<file path="src/hdl/lmss_pkg.sv">
// Shared types and constants for the LED matrix scroll scanner.
package lmss_pkg;

  localparam int unsigned MatrixSize = 8;
  localparam int unsigned ColW       = 3;
  localparam int unsigned OffsetW    = 8;
  localparam int unsigned RowW       = 8;
  localparam int unsigned RepeatW    = 8;
  localparam int unsigned LenW       = 9;
  localparam int unsigned CfgDataW   = 9;

  typedef enum logic [0:0] {
    REQ_LOAD = 1'b0,
    REQ_TICK = 1'b1
  } req_type_e;

  typedef enum logic [0:0] {
    CFG_FRAME_REPEATS = 1'b0,
    CFG_LINE_LENGTH   = 1'b1
  } cfg_index_e;

  // Per-tick scan status handed from the counters to the output stage.
  typedef struct packed {
    logic [ColW-1:0]    col;
    logic [OffsetW-1:0] offset;
    logic               frame_end;
    logic               wrapped;
  } scan_t;

endpackage

</file>
<file path="src/hdl/lmss_scan_ctrl.sv">
// Column, frame and window offset counters of the scroll scanner.
module lmss_scan_ctrl import lmss_pkg::*; #(
  parameter int unsigned LINE_DEPTH = 256
) (
  input  logic               clk_i,
  input  logic               rst_ni,
  input  logic               tick_i,
  input  logic               hold_i,
  input  logic [RepeatW-1:0] frame_repeats_i,
  input  logic [LenW-1:0]    line_length_i,
  output scan_t              scan_o
);

  localparam int unsigned CapInt = (LINE_DEPTH < 256) ? LINE_DEPTH : 256;
  localparam logic [LenW-1:0] LenCap = LenW'(CapInt);
  localparam logic [LenW-1:0] LenMin = LenW'(MatrixSize);
  localparam logic [ColW-1:0] LastCol = ColW'(MatrixSize - 1);

  logic [ColW-1:0]    col_q, col_d;
  logic [RepeatW-1:0] frame_count_q, frame_count_d;
  logic [OffsetW-1:0] offset_q, offset_d;

  logic [RepeatW-1:0] repeats;
  logic [RepeatW-1:0] count_inc;
  logic [LenW-1:0]    len_eff;
  logic [LenW-1:0]    wrap_limit;
  logic               last_col;
  logic               step;
  logic               wrap;

  always_comb begin
    priority if (line_length_i > LenCap) begin
      len_eff = LenCap;
    end else if (line_length_i < LenMin) begin
      len_eff = LenMin;
    end else begin
      len_eff = line_length_i;
    end
    wrap_limit = len_eff - LenMin;
    repeats    = (frame_repeats_i == '0) ? RepeatW'(1) : frame_repeats_i;
    count_inc  = frame_count_q + RepeatW'(1);
    last_col   = (col_q == LastCol);
    step       = last_col && (count_inc >= repeats);
    wrap       = step && !hold_i && ({1'b0, offset_q} >= wrap_limit);
  end

  always_comb begin
    col_d         = col_q;
    frame_count_d = frame_count_q;
    offset_d      = offset_q;
    if (tick_i) begin
      col_d = last_col ? '0 : col_q + ColW'(1);
      if (last_col) begin
        frame_count_d = step ? '0 : count_inc;
      end
      if (step && !hold_i) begin
        offset_d = wrap ? '0 : offset_q + OffsetW'(1);
      end
    end
  end

  always_ff @(posedge clk_i or negedge rst_ni) begin
    if (!rst_ni) begin
      col_q         <= '0;
      frame_count_q <= '0;
      offset_q      <= '0;
    end else begin
      col_q         <= col_d;
      frame_count_q <= frame_count_d;
      offset_q      <= offset_d;
    end
  end

  // Status of the tick being accepted, before the counters move.
  assign scan_o.col       = col_q;
  assign scan_o.offset    = offset_q;
  assign scan_o.frame_end = last_col;
  assign scan_o.wrapped   = wrap;

endmodule

</file>
<file path="src/hdl/led_matrix_scroll_scanner.sv">
// Top level of the 8x8 LED matrix scroll scanner with its line store.
//
// Every start beat is taken at once: busy_o stays low, one item per clock.
// A load beat writes one column byte into the line store and gives no result.
// A tick beat reads the store at window offset plus column; the store read is
// synchronous and registered, so the result shows on the output ports in the
// cycle after the tick, for one cycle, with result_strobe_o high.
// The output register is separate from the counters, so a new beat may be
// taken in the cycle a result is shown. Results cannot be held off. Store
// entries read before any load wrote them give undefined row bits; a window
// position at or past the store depth reads as zero. Configuration writes
// through cfg_we_i act on the next tick.
module led_matrix_scroll_scanner import lmss_pkg::*; #(
  parameter int unsigned LINE_DEPTH = 256
) (
  input  logic                  clk_i,
  input  logic                  rst_ni,
  input  logic                  start_i,
  output logic                  busy_o,
  input  logic                  req_type_i,
  input  logic [7:0]            load_index_i,
  input  logic [RowW-1:0]       column_data_i,
  input  logic                  hold_i,
  input  logic                  cfg_we_i,
  input  logic                  cfg_index_i,
  input  logic [CfgDataW-1:0]   cfg_data_i,
  output logic                  result_strobe_o,
  output logic [MatrixSize-1:0] column_select_n_o,
  output logic [RowW-1:0]       row_bits_o,
  output logic                  frame_end_o,
  output logic                  scroll_wrapped_o
);

  localparam int unsigned AddrW = (LINE_DEPTH > 1) ? $clog2(LINE_DEPTH) : 1;

  logic [RepeatW-1:0] frame_repeats_q;
  logic [LenW-1:0]    line_length_q;

  logic      accept;
  logic      tick;
  logic      load;
  req_type_e req;
  scan_t     scan;

  logic [OffsetW:0]   rd_sum;
  logic               rd_in_range;
  logic               wr_in_range;
  logic [AddrW-1:0]   rd_addr;
  logic [AddrW-1:0]   wr_addr;

  logic [RowW-1:0] line_mem [LINE_DEPTH];
  logic [RowW-1:0] rd_data_q;

  logic                   strobe_q;
  logic                   in_range_q;
  logic [ColW-1:0]        col_q;
  logic                   frame_end_q;
  logic                   wrapped_q;

  // No item ever waits: ticks and loads both complete in their beat.
  assign busy_o = 1'b0;
  assign accept = start_i && !busy_o;
  assign req    = req_type_e'(req_type_i);
  assign tick   = accept && (req == REQ_TICK);
  assign load   = accept && (req == REQ_LOAD);

  always_ff @(posedge clk_i or negedge rst_ni) begin
    if (!rst_ni) begin
      frame_repeats_q <= RepeatW'(10);
      line_length_q   <= LenW'(8);
    end else if (cfg_we_i) begin
      unique case (cfg_index_e'(cfg_index_i))
        CFG_FRAME_REPEATS: frame_repeats_q <= cfg_data_i[RepeatW-1:0];
        CFG_LINE_LENGTH:   line_length_q   <= cfg_data_i[LenW-1:0];
      endcase
    end
  end

  lmss_scan_ctrl #(
    .LINE_DEPTH (LINE_DEPTH)
  ) u_scan_ctrl (
    .clk_i           (clk_i),
    .rst_ni          (rst_ni),
    .tick_i          (tick),
    .hold_i          (hold_i),
    .frame_repeats_i (frame_repeats_q),
    .line_length_i   (line_length_q),
    .scan_o          (scan)
  );

  always_comb begin
    rd_sum      = {1'b0, scan.offset} + (OffsetW+1)'(scan.col);
    rd_in_range = (32'(rd_sum) < LINE_DEPTH);
    wr_in_range = (32'(load_index_i) < LINE_DEPTH);
    rd_addr     = AddrW'(rd_sum);
    wr_addr     = AddrW'(load_index_i);
  end

  // Line store: one write and one registered read per cycle.
  always_ff @(posedge clk_i) begin
    if (load && wr_in_range) begin
      line_mem[wr_addr] <= column_data_i;
    end
    if (tick && rd_in_range) begin
      rd_data_q <= line_mem[rd_addr];
    end
  end

  always_ff @(posedge clk_i or negedge rst_ni) begin
    if (!rst_ni) begin
      strobe_q <= 1'b0;
    end else begin
      strobe_q <= tick;
    end
  end

  always_ff @(posedge clk_i) begin
    if (tick) begin
      in_range_q  <= rd_in_range;
      col_q       <= scan.col;
      frame_end_q <= scan.frame_end;
      wrapped_q   <= scan.wrapped;
    end
  end

  assign result_strobe_o   = strobe_q;
  assign column_select_n_o = ~(MatrixSize'(1) << col_q);
  assign row_bits_o        = in_range_q ? rd_data_q : '0;
  assign frame_end_o       = frame_end_q;
  assign scroll_wrapped_o  = wrapped_q;

endmodule

</file>
<file path="config.mk">
export PLATFORM = sky130hd
export DESIGN_NAME = led_matrix_scroll_scanner
export DESIGN_NICKNAME = d
export VERILOG_FILES = /design/src/hdl/lmss_pkg.sv /design/src/hdl/lmss_scan_ctrl.sv /design/src/hdl/led_matrix_scroll_scanner.sv
export SDC_FILE = /design/constraint.sdc
export NUM_CORES = 2
export LEC_CHECK = 0
export BUFFER_PORTS_ARGS = -buffer_cell sky130_fd_sc_hd__buf_2
export CAP_MARGIN = 10
export CORE_MARGIN = 3
export CORE_UTILIZATION = 55
export CTS_BUF_LIST = sky130_fd_sc_hd__clkbuf_16
export CTS_CLUSTER_DIAMETER = 80
export DETAILED_ROUTE_END_ITERATION = 6
export GPL_TIMING_DRIVEN = 0
export HOLD_SLACK_MARGIN = 0.02
export MAX_ROUTING_LAYER = met4
export PLACE_DENSITY = 0.79
export SKIP_CTS_REPAIR_TIMING = 1
export SLEW_MARGIN = 20
export SYNTH_ARGS = -nofsm -noshare
export SYNTH_HDL_FRONTEND = slang
export SYNTH_HIERARCHICAL = 1
export SYNTH_SLANG_ARGS = --single-unit
</file>
<file path="constraint.sdc">
create_clock -name clk_i -period 9.05 [get_ports clk_i]
set_clock_uncertainty 0.2 [all_clocks]
set_input_delay 1.3575 -clock clk_i [delete_from_list [all_inputs] [get_ports clk_i]]
set_output_delay 1.3575 -clock clk_i [all_outputs]
set_load 0.01 [all_outputs]
</file>
Word-level counts from Yosys, hierarchy flattened:

Memory sizes are Yosys's and may differ from the RTL's. A register that Yosys moved wholly into a read port is not among the register bits.
Cells that the tools add are included.

* mux-type cells: 9
* $add $sub $neg: 5
* bitwise logic cells: 3
* equality and inequality tests: 1
* magnitude comparators: 5
* shift-type cells: 1
* reduce and logical (&&, ||, !) cells: 12

Operator list (count)
* 8-bit two-way mux: 4
* 9-bit two-way mux: 2
* 8-bit by 1-bit adder with 8-bit output, second input constant: 2
* 8-bit by 3-bit adder with 9-bit output: 1
* 8-bit by 9-bit greater-or-equal comparator with 1-bit output: 1
* 9-bit greater-than comparator, second input constant: 1
* 9-bit by 4-bit < comparator with 1-bit output, second input constant: 1
* 9-bit < comparator, second input constant: 1
* 9-bit by 4-bit subtractor with 9-bit output, second input constant: 1
* 8-bit greater-or-equal comparator: 1
* 8-bit logical NOT: 1
* 8-bit NOT: 1
* 2-bit AND reduction: 4
* 1-bit by 3-bit left shift with 8-bit output, first input constant: 1
* 1-bit logical AND: 6
* 3-bit by 1-bit adder with 3-bit output, second input constant: 1
* 3-bit == test, second input constant: 1
* 3-bit two-way mux: 1
* 1-bit two-way mux: 2
* 1-bit NOT: 2
* 1-bit logical NOT: 1

* memories kept: 1
* bits of input ports: 32
* flip-flop bits (word level): 43
* memory bits (writable): 2048
* output and inout bits: 20

Memories
* line_mem: depth 256, width 8, rd ports 1, clocked after memory_dff 1, wr ports 1, line led_matrix_scroll_scanner.sv:51 `logic [RowW-1:0] line_mem [LINE_DEPTH];`

Logic depth before layout (Yosys ltp):

* word-level depth: 7
* depth in mapped cells: 14
* mapped depth without buffers: 13

Modules after synthesis:

Netlist, hierarchy kept.

Modules (own cells, without submodules)
* led_matrix_scroll_scanner: times used 1, cells each 3848, area each 80975.2 µm²
* lmss_scan_ctrl: times used 1, cells each 181, area each 1614.0 µm²

Worst setup path before layout:

Ideal clock, no wire load.

* path type: reg-to-reg
* from: register u_scan_ctrl.offset_q[0]
* to: register rd_data_q[1] (read register of line_mem), data pin
* cell stages (with the launch flop): 12
* period minus slack after synthesis: 3.406 ns
* arrival time: 2.933 ns
* path slack: 5.644 ns
* library setup time: 0.273 ns
* path through: dfrtp_1 ha_1 inv_1 fa_1 buf_4 buf_2 clkbuf_1 mux4_2 mux4_2 a22o_1 o21ai_1 o211ai_1

* cells in the longest elaborated chain, start to end: 3

Ends and longest elaborated chain
* start: declaration: line lmss_scan_ctrl.sv:21 `logic [OffsetW-1:0] offset_q, offset_d;`
* start signal: assignment: line lmss_scan_ctrl.sv:70 `offset_q <= offset_d;`
* 8-bit by 3-bit adder with 9-bit output *: line led_matrix_scroll_scanner.sv:92 `rd_sum = {1'b0, scan.offset} + (OffsetW+1)'(scan.col);`
* 9-bit < comparator: line led_matrix_scroll_scanner.sv:93 `rd_in_range = (32'(rd_sum) < LINE_DEPTH);`
* 1-bit logical AND: line led_matrix_scroll_scanner.sv:104 `if (tick && rd_in_range) begin`
* end: declaration: line led_matrix_scroll_scanner.sv:52 `logic [RowW-1:0] rd_data_q;`

Every way passes the cells marked *; elsewhere a longest branch is shown, timed or not.
A chain may end at the register's enable or synchronous reset.

Worst setup path after layout:

Ends and elaborated chain as after synthesis.

==> metrics <==
run status complete, but fails checks; failing checks design-rule violations; clock-pin slew of the registers on the worst-case setup and hold paths 0.06 ns; Critical Path AT 5.70 ns; vias per cell 6.76; core area 148000 um^2; Reg2Reg Depth 14; largest net degree at the start of global routing 130; H-Tree Depth 4; Seq/Total Area, Yosys 0.761; nets 4360; part of the cycle the worst path needs 0.593; Rows 141; Cell Area, Synth 82600 um^2; CTS tree built; Initial Utilization 0.557; main flop type after synthesis edfxtp_1; number of DRC markers in iteration 0 8079; area grow syn2layout 12.3%; Yosys cell types 67; Max Cap Violations 0; ranking of synthesized cells by area edfxtp_1 75%, mux4_2 15%, nand2_1 1.4%, nand3_1 1.4%, nor2_1 1.3%; minimum hold slack 0.309 ns; die area 155000 um^2; initial antenna violation count 19; synthesized area per cell 20.5 um^2; Total Neg Setup Slack 0 ns; DRT Pass-1 Iters 7; Required @ worst endpoint 9.39 ns; Worst VDD drop 0.310 mV; hold path cells 1; Max Transition Viols Final 0; final setup fails 0; kind of critical path flip-flop to flip-flop; final wirelength 220 mm; CTS Sinks 2099; Vias 43900; Worst-Margin Slew 1.16 ns; maximum clock insertion buffer count 3; Worst slew margin 0.229; Critical Path End Type flip-flop; DR DRC count 114; Clk Latency, worst-skew pair 0.84 ns; Setup crit start kind flip-flop; Layout Utilization 0.625; Final HPWL DP 137 mm; Synth Instances 4029; EDFF count, synth 2062; die height 394 um; global route total overflow 0; Hold WC Path Type flip-flop to flip-flop; ys async rst share 0.0176; total leakage power 0.0293 uW; TritonCTS buffer count 196; Root Buffer clkbuf_16; Fillers 9476; yosys warns 6; ratio of cells with drive above 1 in the final layout 0.251; Detail Route Antenna Nets 0; post-synth net total 4086; Synth area leader edfxtp_1; vias in the first global route 43700; RSZ-0062 raised after global routing false; die width 394 um; crit path max fanout 10; Final Hold Viols 0; Global Route Usage Sum 0.294; global-route wire length before repair 316 mm; most frequent cells in the layout 2062 x edfxtp_1, 568 x mux4_2, 315 x nand2_1; Period minus WS final 5.37 ns; r2r setup slk 3.68 ns; WL/cell 33.9 um; fmax 186 MHz; I/O Buffers 44; # IOs 52; GPL Wtd Cong 0.975; share of the synthesized area in the top cell type 0.750; commonest non-fill, non-tap cell in the layout edfxtp_1; Yosys reg bits 2099; Cell Pwr Density 331 nW/um^2
[cell usage after synthesis, drive strengths merged (3+ instances only)]
cell type / n
a21o: 4
a21oi: 24
a22o: 19
a31o: 8
a31oi: 3
a41oi: 8
and2: 12
and3: 4
buf: 140
clkbuf: 95
dfrtp: 34
dfstp: 3
edfxtp: 2062
ha: 24
inv: 20
mux2: 20
mux2i: 8
mux4: 568
nand2: 315
nand2b: 4
nand3: 225
nand3b: 3
nand4: 21
nor2: 284
nor2b: 13
nor3: 10
o2111ai: 4
o211ai: 10
o21a: 3
o21ai: 28
o221ai: 9
o2bb2ai: 3
or3: 4
xnor2: 7
xor2: 8
[state kept, by name (all words and copies together) (netlist names)]
name                       cells
u_scan_ctrl/offset_q           8
frame_repeats_q                8
u_scan_ctrl/col_q              3
line_mem                    2048
in_range_q                     1
scroll_wrapped_o               1
u_scan_ctrl/frame_count_q      8
line_length_q                  9
rd_data_q                      8
col_q                          3
result_strobe_o                1
frame_end_o                    1
[critical path: stages, from the launching register on]
cell	delay [ns]
dfrtp_1	0.45
ha_1	0.21
inv_1	0.05
fa_1	0.48
buf_4	0.23
buf_2	0.34
clkbuf_1	0.89
buf_2	0.51
mux4_2	0.42
nand2_1	0.11
nand3_1	0.08
nand3_1	0.23
a41oi_1	0.32
a21oi_1	0.40
o211ai_1	0.15
[stage by stage]
step,total power [uW],instance area (um^2),worst slack [ns],std cells
final,30700,92700,3.68,6498
after global routing,31400,92700,3.53,6487
after CTS,30400,92700,3.79,6468
after detailed placement,22200,86300,3.90,6107
after global placement,22000,85300,3.31,6075
after floorplan,18400,82600,5.64,4029
[cell type report]
class,count,area (um^2),share of cell area
antenna,30,75.1,0.000810
inverter,20,75.1,0.000810
sequential,2099,62800,0.678
timing repair buffer,76,1110,0.0120
clock buffer,200,5000,0.0540
multi-input combinational,1675,18600,0.200
buffer,235,1150,0.0124
clock inverter,161,1390,0.0150
tap,2002,2500,0.0270
[routing by layer]
layer | track usage | wire, um | share of wire
met5 | - | 0 | 0
met4 | 0.137 | 11700 | 0.053
met3 | 0.0917 | 31100 | 0.14
met2 | 0.432 | 103000 | 0.47
met1 | 0.378 | 74200 | 0.34
[final timing paths]
kind	from	endpoint
worst max-delay path	u_scan_ctrl/offset_q[0]	rd_data_q[1]
worst min-delay path	line_length_q[0]	line_length_q[0]
worst max register to register	u_scan_ctrl/offset_q[0]	rd_data_q[1]
worst min register to register	line_length_q[0]	line_length_q[0]
max in group asynchronous	rst_ni	u_scan_ctrl/offset_q[3]
min in group asynchronous	rst_ni	frame_repeats_q[5]
[kinds of logic (layout without fill, tap and decap cells)]
group           after synthesis  after routing  share of synthesized area
buf+inv                     255            692                     0.0146
simple gates                902            902                     0.0471
mux                         596            596                      0.159
other cells                   1             31                  0.0000454
xor+xnor                     15             15                    0.00223
fa+ha+maj                    25             25                    0.00388
compound gates              136            136                     0.0125
flops                      2099           2099                      0.761
[report_power, final]
group          switching [uW]  internal, uW
registers                46.0         10700
logic                    6840          4800
clock network            3610          4640
No activity file was read; power rests on OpenSTA's default activity.
